<file path="src/rtl/ring_strip_triangulator_defines.svh">
// Assertion macros shared by the ring strip triangulator RTL.
`ifndef RING_STRIP_TRIANGULATOR_DEFINES_SVH
`define RING_STRIP_TRIANGULATOR_DEFINES_SVH

// Same-cycle implication, disabled while reset is asserted.
`define RSTRI_ASSERT_NOW(lbl, clk, rstn, ante, cons) \
	lbl: assert property (@(posedge clk) disable iff (!rstn) (ante) |-> (cons)) \
		else $error("rstri same-cycle check failed");

// Next-cycle implication, disabled while reset is asserted.
`define RSTRI_ASSERT_NEXT(lbl, clk, rstn, ante, cons) \
	lbl: assert property (@(posedge clk) disable iff (!rstn) (ante) |=> (cons)) \
		else $error("rstri next-cycle check failed");

`endif

</file>
<file path="src/rtl/rstri_pkg.sv">
// Shared constants and register map of the ring strip triangulator.
`default_nettype none
package rstri_pkg;

	// Default parameter values
	localparam int RING_MAX_DEF   = 4096;
	localparam int INDEX_BITS_DEF = 20;

	// Register field widths
	localparam int SIZE_W = 13;
	localparam int BASE_W = 20;

	// APB port widths
	localparam int APB_ADDR_W = 4;
	localparam int APB_DATA_W = 32;

	// Register word index (byte address / 4)
	typedef enum logic [1:0] {
		REG_OLD_SIZE = 2'd0,
		REG_NEW_SIZE = 2'd1,
		REG_OLD_BASE = 2'd2
	} reg_idx_t;

endpackage
`default_nettype wire

</file>
<file path="src/rtl/rstri_remainder.sv">
// Bit-serial restoring remainder unit: dividend mod divisor, one bit per cycle.
`default_nettype none
module rstri_remainder #(
	parameter int CNT_W = 12,
	parameter int SZ_W  = 13
) (
	input  wire logic             clk,
	input  wire logic             arst_n,
	input  wire logic             start,
	input  wire logic [CNT_W-1:0] dividend,
	input  wire logic [SZ_W-1:0]  divisor,
	output logic                  busy,
	output logic                  done,
	output logic [CNT_W-1:0]      remainder
);

	localparam int STEP_W = $clog2(CNT_W + 1);

	logic              busy_q;
	logic              done_q;
	logic [STEP_W-1:0] step_q;
	logic [CNT_W-1:0]  num_q;
	logic [SZ_W-1:0]   rem_q;
	logic [SZ_W:0]     trial;
	logic [SZ_W:0]     diff;

	// Shift in the next dividend bit and try one subtraction
	always_comb begin
		trial = {rem_q, num_q[CNT_W-1]};
		diff  = trial - {1'b0, divisor};
	end

	// Step control
	always_ff @(posedge clk or negedge arst_n) begin
		if (!arst_n) begin
			busy_q <= 1'b0;
			done_q <= 1'b0;
			step_q <= '0;
		end else begin
			done_q <= 1'b0;
			if (start) begin
				busy_q <= 1'b1;
				step_q <= STEP_W'(CNT_W);
			end else if (busy_q) begin
				step_q <= step_q - STEP_W'(1);
				if (step_q == STEP_W'(1)) begin
					busy_q <= 1'b0;
					done_q <= 1'b1;
				end
			end
		end
	end

	// Partial remainder and dividend shift register
	always_ff @(posedge clk) begin
		if (start) begin
			num_q <= dividend;
			rem_q <= '0;
		end else if (busy_q) begin
			num_q <= num_q << 1;
			if (trial >= {1'b0, divisor}) begin
				rem_q <= diff[SZ_W-1:0];
			end else begin
				rem_q <= trial[SZ_W-1:0];
			end
		end
	end

	assign busy      = busy_q;
	assign done      = done_q;
	assign remainder = CNT_W'(rem_q);

endmodule
`default_nettype wire

</file>
<file path="src/rtl/ring_strip_triangulator.sv">
// Ring strip triangulator: zips a new vertex ring to the previous ring with triangles.
// The first triangle of a vertex is offered in the cycle after the vertex request is accepted.
// Throughput: one vertex request per cycle in, one triangle per cycle out; a vertex gives
//   one to three triangles, and a new request waits until the last of them is popped.
// A write to old_ring_size recomputes the old-ring position with a bit-serial remainder
//   unit; s_tready stays low from its registered start pulse through its done strobe.
// Reset (arst_n, asynchronous): ring counters cleared, sizes 1, base 0, output empty.
`default_nettype none
`include "ring_strip_triangulator_defines.svh"
module ring_strip_triangulator #(
	parameter int RING_MAX   = rstri_pkg::RING_MAX_DEF,
	parameter int INDEX_BITS = rstri_pkg::INDEX_BITS_DEF
) (
	input  wire logic                              clk,
	input  wire logic                              arst_n,
	// Vertex requests
	input  wire logic                              s_tvalid,
	output logic                                   s_tready,
	input  wire logic [7:0]                        s_tdata,  // [0] ring_start
	// Triangles
	output logic                                   m_tvalid,
	input  wire logic                              m_tready,
	output logic [((3*INDEX_BITS+7)/8)*8-1:0]      m_tdata,  // corner_a, corner_b, corner_c
	output logic                                   m_tlast,  // last_of_run
	// Configuration
	input  wire logic                              psel,
	input  wire logic                              penable,
	input  wire logic                              pwrite,
	input  wire logic [rstri_pkg::APB_ADDR_W-1:0]  paddr,
	input  wire logic [rstri_pkg::APB_DATA_W-1:0]  pwdata,
	output logic [rstri_pkg::APB_DATA_W-1:0]       prdata,
	output logic                                   pready
);

	localparam int CNT_W  = $clog2(RING_MAX);
	localparam int SZ_W   = $clog2(RING_MAX + 1);
	localparam int ACC_W  = 2 * CNT_W + 2;
	localparam int IDX_W  = INDEX_BITS;
	localparam int DATA_W = ((3 * INDEX_BITS + 7) / 8) * 8;

	typedef struct packed {
		logic [IDX_W-1:0] a;
		logic [IDX_W-1:0] b;
		logic [IDX_W-1:0] c;
		logic             last;
	} tri_t;

	// Configuration registers
	logic [rstri_pkg::SIZE_W-1:0] old_size_q;
	logic [rstri_pkg::SIZE_W-1:0] new_size_q;
	logic [rstri_pkg::BASE_W-1:0] old_base_q;
	logic                         cfg_wr;
	logic [1:0]                   reg_sel;
	logic                         start_q;

	// Ring state
	logic [CNT_W-1:0] i_q;
	logic [CNT_W-1:0] k_q;
	logic [CNT_W-1:0] pos_q;
	logic [ACC_W-1:0] ns_q;
	logic [ACC_W-1:0] os_q;

	// Result buffer, head in slot 0
	tri_t       slot_q [3];
	logic [1:0] cnt_q;

	// Remainder unit
	logic             mod_busy;
	logic             mod_done;
	logic [CNT_W-1:0] mod_rem;
	logic             recalc;

	// Per-request datapath
	logic [SZ_W-1:0]  m_eff;
	logic [SZ_W-1:0]  n_eff;
	logic             accept;
	logic             pop;
	logic             restart;
	logic [CNT_W-1:0] i0;
	logic [CNT_W-1:0] k0;
	logic [CNT_W-1:0] pos0;
	logic [ACC_W-1:0] ns0;
	logic [ACC_W-1:0] os0;
	logic             adv;
	logic [SZ_W-1:0]  pos_inc;
	logic [CNT_W-1:0] pos1;
	logic [CNT_W-1:0] k1;
	logic             ring_end;
	logic [SZ_W-1:0]  i_inc;
	logic [IDX_W-1:0] obase;
	logic [IDX_W-1:0] nbase;
	logic [IDX_W-1:0] cur;
	logic [IDX_W-1:0] nxt;
	tri_t             fan;
	tri_t             strip;
	tri_t             closing;
	tri_t             load [3];
	logic [1:0]       load_cnt;

	// APB access
	assign pready  = 1'b1;
	assign reg_sel = paddr[3:2];
	assign cfg_wr  = psel & penable & pwrite & pready;

	always_comb begin
		unique case (reg_sel)
			rstri_pkg::REG_OLD_SIZE: prdata = rstri_pkg::APB_DATA_W'(old_size_q);
			rstri_pkg::REG_NEW_SIZE: prdata = rstri_pkg::APB_DATA_W'(new_size_q);
			rstri_pkg::REG_OLD_BASE: prdata = rstri_pkg::APB_DATA_W'(old_base_q);
			default:                 prdata = '0;
		endcase
	end

	always_ff @(posedge clk or negedge arst_n) begin
		if (!arst_n) begin
			old_size_q <= rstri_pkg::SIZE_W'(1);
			new_size_q <= rstri_pkg::SIZE_W'(1);
			old_base_q <= '0;
			start_q    <= 1'b0;
		end else begin
			start_q <= cfg_wr && (reg_sel == rstri_pkg::REG_OLD_SIZE);
			if (cfg_wr) begin
				unique case (reg_sel)
					rstri_pkg::REG_OLD_SIZE: old_size_q <= pwdata[rstri_pkg::SIZE_W-1:0];
					rstri_pkg::REG_NEW_SIZE: new_size_q <= pwdata[rstri_pkg::SIZE_W-1:0];
					rstri_pkg::REG_OLD_BASE: old_base_q <= pwdata[rstri_pkg::BASE_W-1:0];
					default: ;
				endcase
			end
		end
	end

	// Clamp ring sizes to 1..RING_MAX
	always_comb begin
		if (old_size_q == '0) begin
			m_eff = SZ_W'(1);
		end else if (32'(old_size_q) > 32'(RING_MAX)) begin
			m_eff = SZ_W'(RING_MAX);
		end else begin
			m_eff = SZ_W'(old_size_q);
		end
		if (new_size_q == '0) begin
			n_eff = SZ_W'(1);
		end else if (32'(new_size_q) > 32'(RING_MAX)) begin
			n_eff = SZ_W'(RING_MAX);
		end else begin
			n_eff = SZ_W'(new_size_q);
		end
	end

	// Recompute the old-ring position after an old_ring_size write
	rstri_remainder #(
		.CNT_W (CNT_W),
		.SZ_W  (SZ_W)
	) u_rem (
		.clk       (clk),
		.arst_n    (arst_n),
		.start     (start_q),
		.dividend  (k_q),
		.divisor   (m_eff),
		.busy      (mod_busy),
		.done      (mod_done),
		.remainder (mod_rem)
	);

	assign recalc = start_q | mod_busy | mod_done;

	// Handshakes
	assign m_tvalid = (cnt_q != 2'd0);
	assign pop      = m_tvalid & m_tready;
	assign s_tready = !recalc && ((cnt_q == 2'd0) || ((cnt_q == 2'd1) && m_tready));
	assign accept   = s_tvalid & s_tready;

	// Triangles of one vertex
	always_comb begin
		restart = s_tdata[0] || (i_q == '0) || (SZ_W'(i_q) >= n_eff);
		i0      = restart ? '0 : i_q;
		k0      = restart ? '0 : k_q;
		pos0    = restart ? '0 : pos_q;
		ns0     = restart ? '0 : ns_q;
		os0     = restart ? ACC_W'(n_eff) : os_q;

		// Advance the old pointer when 2*i*m > (2k+1)*n
		adv     = (ns0 > os0);
		pos_inc = SZ_W'(pos0) + SZ_W'(1);
		if (!adv) begin
			pos1 = pos0;
		end else if (pos_inc >= m_eff) begin
			pos1 = '0;
		end else begin
			pos1 = CNT_W'(pos_inc);
		end
		k1 = k0 + CNT_W'(adv);

		i_inc    = SZ_W'(i0) + SZ_W'(1);
		ring_end = (i_inc >= n_eff);

		obase = IDX_W'(old_base_q);
		nbase = obase + IDX_W'(m_eff);
		cur   = nbase + IDX_W'(i0);
		nxt   = ring_end ? nbase : nbase + IDX_W'(i_inc);

		fan     = '{a: cur, b: obase + IDX_W'(pos0), c: obase + IDX_W'(pos1), last: 1'b0};
		strip   = '{a: cur, b: obase + IDX_W'(pos1), c: nxt, last: 1'b0};
		closing = '{a: obase + IDX_W'(m_eff - SZ_W'(1)), b: obase, c: nbase, last: 1'b0};

		// Pack the triangles from slot 0 and flag the final one
		load[0]  = adv ? fan : strip;
		load[1]  = adv ? strip : closing;
		load[2]  = closing;
		load_cnt = 2'd1 + 2'(adv) + 2'(ring_end);
		load[0].last = (load_cnt == 2'd1);
		load[1].last = (load_cnt == 2'd2);
		load[2].last = (load_cnt == 2'd3);
	end

	// Ring state update
	always_ff @(posedge clk or negedge arst_n) begin
		if (!arst_n) begin
			i_q   <= '0;
			k_q   <= '0;
			pos_q <= '0;
			ns_q  <= '0;
			os_q  <= '0;
		end else if (accept) begin
			if (ring_end) begin
				i_q   <= '0;
				k_q   <= '0;
				pos_q <= '0;
				ns_q  <= '0;
				os_q  <= '0;
			end else begin
				i_q   <= CNT_W'(i_inc);
				k_q   <= k1;
				pos_q <= pos1;
				ns_q  <= ns0 + (ACC_W'(m_eff) << 1);
				os_q  <= adv ? os0 + (ACC_W'(n_eff) << 1) : os0;
			end
		end else if (mod_done) begin
			pos_q <= mod_rem;
		end
	end

	// Result buffer count
	always_ff @(posedge clk or negedge arst_n) begin
		if (!arst_n) begin
			cnt_q <= 2'd0;
		end else if (accept) begin
			cnt_q <= load_cnt;
		end else if (pop) begin
			cnt_q <= cnt_q - 2'd1;
		end
	end

	// Result buffer payload: load on request, shift toward slot 0 on pop
	always_ff @(posedge clk) begin
		if (accept) begin
			slot_q[0] <= load[0];
			slot_q[1] <= load[1];
			slot_q[2] <= load[2];
		end else if (pop) begin
			slot_q[0] <= slot_q[1];
			slot_q[1] <= slot_q[2];
		end
	end

	assign m_tdata = DATA_W'({slot_q[0].c, slot_q[0].b, slot_q[0].a});
	assign m_tlast = slot_q[0].last;

	// Checks
	`RSTRI_ASSERT_NOW(a_no_req_in_recalc, clk, arst_n, s_tvalid && s_tready, !recalc)
	`RSTRI_ASSERT_NEXT(a_req_gives_result, clk, arst_n, s_tvalid && s_tready, m_tvalid)
	`RSTRI_ASSERT_NOW(a_last_matches_cnt, clk, arst_n, m_tvalid, m_tlast == (cnt_q == 2'd1))
	`RSTRI_ASSERT_NOW(a_pos_in_ring, clk, arst_n, !recalc, SZ_W'(pos_q) < m_eff)
	`RSTRI_ASSERT_NOW(a_k_not_past_i, clk, arst_n, 1'b1, k_q <= i_q)

endmodule
`default_nettype wire
</file>
<file path="config.mk">
export PLATFORM = sky130hd
export DESIGN_NAME = ring_strip_triangulator
export DESIGN_NICKNAME = d
export VERILOG_FILES = /design/src/rtl/rstri_pkg.sv /design/src/rtl/rstri_remainder.sv /design/src/rtl/ring_strip_triangulator.sv
export VERILOG_INCLUDE_DIRS = /design/src /design/src/rtl
export SDC_FILE = /design/constraint.sdc
export NUM_CORES = 1
export LEC_CHECK = 0
export ABC_AREA = 1
export BUFFER_PORTS_ARGS = -buffer_cell sky130_fd_sc_hd__buf_2
export CORE_UTILIZATION = 40
export CTS_BUF_LIST = sky130_fd_sc_hd__clkbuf_2
export CTS_CLUSTER_DIAMETER = 200
export DETAILED_ROUTE_END_ITERATION = 10
export PLACE_DENSITY = 0.55
export SETUP_SLACK_MARGIN = 0.05
export SLEW_MARGIN = 20
export SYNTH_ARGS = -nofsm -noshare
export SYNTH_HDL_FRONTEND = slang
export SYNTH_HIERARCHICAL = 1
export SYNTH_SLANG_ARGS = --single-unit
</file>
<file path="constraint.sdc">
create_clock -name clk -period 13.5 [get_ports clk]
set_input_delay 1.35 -clock clk [delete_from_list [all_inputs] [get_ports clk]]
set_output_delay 1.35 -clock clk [all_outputs]
set_load 0.005 [all_outputs]
</file>
-- Yosys cells after proc, flatten, opt, wreduce, memory -nomap -nowiden
Memory sizes are Yosys's and may differ from the RTL's.
Index checks and enable logic that the tools add are counted.
W data, S select, Z words.
- equal/unequal tests: 7
- reductions and logical operators: 19
- multiplexer cells: 43
- $add $sub $neg: 17
- bitwise gates (word level): 8
- order comparisons: 7
- operators with widths (kind ; number):
    $mux W61 ; 3
    $mux W12 ; 12
    $mux W26 ; 5
    $mux W13 ; 5
    $add A20 B12 Y20 ; 3
    $pmux W20 S3 ; 1
    $add A26 B14 Y26 ; 2
    $mux W41 ; 1
    $add A20 B13 Y20 ; 2
    $add A12 B1 Y13 const B ; 2
    $ge A13 B13 Y1 ; 2
    $gt A13 B13 Y1 const B ; 2
    $gt A26 B26 Y1 ; 1
    $logic_not A13 Y1 ; 2
    $add A20 B20 Y20 ; 1
    $mux W20 ; 1
    $ge A14 B13 Y1 ; 1
    $sub A13 B1 Y14 const B ; 1
    $ge A12 B13 Y1 ; 1
    $sub A13 B13 Y13 ; 1
    $add A12 B1 Y12 ; 1
    $logic_not A12 Y1 ; 1
    $mux W1 ; 11
    $mux W4 ; 2
    16 further kinds ; 37
- memories: 1
- logic and storage cells: 117
- bits in registers: 168
- memory bits (writable): 183
- memory list (memory ; depth ; width ; read ports ; clocked after Yosys merged registers in ; write ports ; line ; source):
    slot_q ; 3 ; 61 ; 3 ; 0 ; 3 ; ring_strip_triangulator.sv:64 ; tri_t slot_q [3];

-- Depth between registers and ports, before layout
- depth in word-level cells: 13
- depth in mapped cells: 49

-- By module
The synthesis kept the hierarchy.
- modules (own cells, without submodules) (module ; area an instance (µm²) ; instances ; cells each ; seq. area each (µm²)):
    ring_strip_triangulator ; 23817.8 ; 1 ; 3087 ; 8926.1
    rstri_remainder ; 2407.3 ; 1 ; 359 ; 770.7

-- Worst setup path after synthesis
OpenSTA, ideal clock, no wires.
- path type: input to register
- start point: in m_tready
- end point: reg cnt_q[1]
- required time: 12.952 ns
- data arrival time: 10.446 ns
- library setup time: 0.548 ns
- stages on the path: 3
- setup slack: 2.506 ns
- cells stage by stage: inv_1 o21ai_0 o221ai_1
- cells in the longest elaborated chain, start to end: 5
- RTL lines (item ; line ; source):
    from (decl) ; ring_strip_triangulator.sv:22 ; input wire logic m_tready,
    $logic_and A1 B1 Y1 ; ring_strip_triangulator.sv:171 ; assign s_tready = !recalc && ((cnt_q == 2'd0) || ((cnt_q == 2'd1) && m_tready));
    $logic_or A1 B1 Y1 ; ring_strip_triangulator.sv:171 ;
    $logic_and A1 B1 Y1 ; ring_strip_triangulator.sv:171 ;
    $and A1 B1 Y1 ; ring_strip_triangulator.sv:172 ; assign accept = s_tvalid & s_tready;
    $mux W2 or $reduce_bool A2 Y1 (tied branches) ; - ;
    to (signal assigned) ; ring_strip_triangulator.sv:249 ; cnt_q <= load_cnt;
    to (signal assigned) ; ring_strip_triangulator.sv:251 ; cnt_q <= cnt_q - 2'd1;
    to (decl) ; ring_strip_triangulator.sv:65 ; logic [1:0] cnt_q;
Several ways; a longest one is shown, not always the timed one.
A chain may end at the register's enable or synchronous reset.

==> flow_summary_export.csv <==
group,metric,value,unit
layout,multi_input_area,13830,µm²
worst_setup_path,critical_path.max_stage_delay,720,ps
worst_setup_path,crit_type,"reg -> reg",
worst_setup_path,required,14370,ps
layout,syn_to_final_growth,6.770,%
clocking,hold_buffers,0,
timing,tns,0,ps
synth,async_flop_share,0.4074,
timing,min_period,9529,ps
timing,max_freq,104.9,MHz
clocking,post-cts-setup-buffers,0,
grt,grt_util_met3,0.03121,
grt,grt-ovfl-total,0,
clocking,htree_levels,3,
pwr,switching_power,3.608,mW
run_status,status,"finished, final reports clean",
pwr,leakagePower,13.38,nW
floorplanning,die_area,66590,µm²
grt,grt_max_degree,79,
grt,use_met1,0.3175,
worst_setup_path,start_kind,"flip-flop",
routing,avgViaCountPerCell,5.166,
routing,drcViolationCount,0,
routing,num_vias,22980,
timing,setup-violations-final,0,
grt,grt-busiest-layer,"met2",
routing,wl_per_cell,17.92,µm
placement,dp_hpwl,59.17,mm
floorplanning,die_x,258.1,µm
worst_setup_path,critPathSlowestCell,"buf_4",
synth,synth_edf_count,195,
synth,syn_area,26230,µm²
worst_setup_path,critPathMaxFanout,63,
worst_setup_path,end_kind,"flip-flop",
clocking,cts_root_buffer,"clkbuf_2",
timing,period_share,0.7059,
clocking,clk_path_buf_depth,3,
floorplanning,rows,93,
timing,fin_worst_skew,90.67,ps
timing,grt_setup_unrepaired,"no",
floorplanning,coreArea,64580,µm²
synth,ys_seq_elements,351,
floorplanning,io_pins,151,
pwr,p_total,6.973,mW
floorplanning,initial_utilization,0.4061,
grt,grt_pass1_wl,123.4,mm
grt,antenna_found_initial,2,
pwr,intPower,3.364,mW
hold_path,min_path_type,"in -> async",
routing,firstDrtPassIters,8,
placement,port_buffers,112,
layout,final_layout_size_suffix_gt1_frac,0.1128,
synth,ys_warn_count,6,
routing,drt_iter0_drc,1700,
clocking,clk_pin_slew,120,ps
pwr,p_sw_frac,0.5175,
grt,grt_pass1_vias,21800,
pwr,irDropWorstVdd,0.1823,mV
synth,avgSynthCellArea,7.610,µm²
routing,ant_nets,0,
pwr,p_seq_frac,0.280,
clocking,cts_sinks,351,
pwr,power.density,249.0,nW/µm²
pwr,comb_power_share,0.598,
clocking,cts-buffers-inserted,98,
layout,nFillCells,6757,
synth,synthDistinctLibCells,66,
layout,regArea,9697,µm²
floorplanning,die_h,258.1,µm
clocking,clk_latency,1190,ps
layout,nets,3767,
timing,slew_violations,0,
routing,wirelength,79.73,mm
worst_setup_path,crit_path_frequent_cell,"nand2_1",
clocking,ctsResizeCount,0,
grt,use_met2,0.3922,
pwr,clockPowerShare,0.122,
timing,slew-limit-headroom,0.2563,
synth,ys_seq_area_frac,0.3698,
grt,grt_usage,0.2384,
worst_setup_path,cp.arrival,10390,ps
timing,hold_viol,0,
clocking,cts_tree,"built",
placement,gp_congestion,0.9504,
synth,syn-instance-count,3446,
synth,synth_ff_type,"edfxtp_1",
run,max_cap_violations,0,
timing,tightestPinTransition,1106,ps
-- routing by layer --
| metal | routed length, µm | share of wire |
|---|---|---|
| met2 | 37060 | 0.46 |
| met1 | 36140 | 0.45 |
| met4 | 2659 | 0.033 |
| met3 | 3871 | 0.049 |
| met5 | 0 | 0 |
-- state kept, by name, indices dropped and copies added (netlist names) --
register	flops
slot_q	183
ns_q	26
os_q	26
obase	20
new_size_q	13
old_size_q	13
u_rem/rem_q	13
i_q	12
k_q	12
pos_q	12
u_rem/num_q	12
u_rem/step_q	4
cnt_q	2
start_q	1
u_rem/busy	1
u_rem/done	1
-- layout make-up --
cell class | count | area share
multi-input cells | 2484 | 0.4940
diodes | 1 | 0.00008937
clock inverters | 35 | 0.008088
inverters | 430 | 0.05782
well taps | 855 | 0.03821
repair buffers | 146 | 0.02936
flip-flops and latches | 351 | 0.3463
clock buffers | 146 | 0.02610
-- power groups by stage --
stage / Combinational, mW / Clock [mW] / Sequential, mW
after floorplan: 3.04 / 0 / 1.98
after CTS: 4.16 / 0.878 / 1.96
final: 4.17 / 0.850 / 1.95
after detailed placement: 4.15 / 0 / 1.98
after global routing: 4.65 / 0.925 / 1.99
after global placement: 4.14 / 0 / 1.97
-- Yosys cell counts, types with 13 or more instances --
cell / number / share of area
nor2_1: 284 / 0.041
o22ai_1: 39 / 0.0093
o21ai_0: 250 / 0.048
a21oi_1: 214 / 0.041
o21ai_1: 38 / 0.0073
xor2_1: 94 / 0.031
edfxtp_1: 195 / 0.22
nor2_2: 20 / 0.0048
nand4_1: 60 / 0.014
inv_2: 20 / 0.0029
dfxtp_1: 13 / 0.0099
clkbuf_1: 68 / 0.0097
nand2_1: 843 / 0.12
xnor2_1: 38 / 0.013
buf_2: 29 / 0.0055
nand3_1: 183 / 0.035
ha_1: 196 / 0.094
dfrtp_1: 141 / 0.13
nor4_1: 14 / 0.0033
a31oi_1: 35 / 0.0083
buf_4: 93 / 0.027
o211ai_1: 23 / 0.0066
inv_1: 407 / 0.058
-- cells in the final DEF (no fill, tap or decap), drive strengths merged, types with 9 or more instances in the layout --
cell type / n
nand3: 189
nor4: 14
inv: 431
clkbuf: 146
o21ai: 289
dfxtp: 13
nor2: 316
conb: 23
a31oi: 35
nand4: 62
o211ai: 23
a21o: 9
a21oi: 217
xor2: 94
clkinv: 31
xnor2: 38
nand2: 856
dfrtp: 141
o22ai: 42
o21bai: 11
nor3: 17
fa: 9
ha: 196
buf: 146
edfxtp: 195
-- final timing paths --
check	from	end	slack, ps	depth (start not counted)
hold reg to reg	slot_q[0][113]	slot_q[0][52]	480	2
hold / removal	arst_n	cnt_q[0]	110	1
setup reg to reg	new_size_q[11]	slot_q[0][99]	3970	43
setup / recovery	new_size_q[11]	slot_q[0][99]	3970	43
max in group asynchronous	arst_n	ns_q[8]	11540	3
min in group clk	pwdata[4]	old_size_q[4]	450	3
-- worst max-delay path, delay by kind of cell (launching register included) --
family / cells / cell delay [ps]
XOR/XNOR: 1 / 190
buffers and inverters: 8 / 1900
AND/OR/NAND/NOR: 23 / 3660
flip-flops: 1 / 460
adder cells (fa/ha/maj): 3 / 930
AO/OA/AOI/OAI: 8 / 1990
-- cell families after synthesis --
kind of cell,synth area share
fa+ha+maj,0.1004
flops,0.3698
other cells,0.0002864
buf+inv,0.1071
simple gates,0.2415
xor+xnor,0.04408
compound gates,0.1370
-- stage by stage --
step | utilization | std cells | instance area, µm² | hold WS, ps | worst slack [ps]
floorplan | - | 3467 | 26300 | 445.3 | 2506
global placement | 0.4187 | 4266 | 27040 | 465.2 | 3947
detailed placement | 0.4187 | 4266 | 27040 | 465.5 | 3964
CTS | 0.4335 | 4447 | 28000 | 17.89 | 3910
global route | 0.4336 | 4448 | 28000 | 72.62 | 3143
finish | 0.4336 | 4448 | 28000 | 107.6 | 3971
Power figures use the tool's default switching activity.
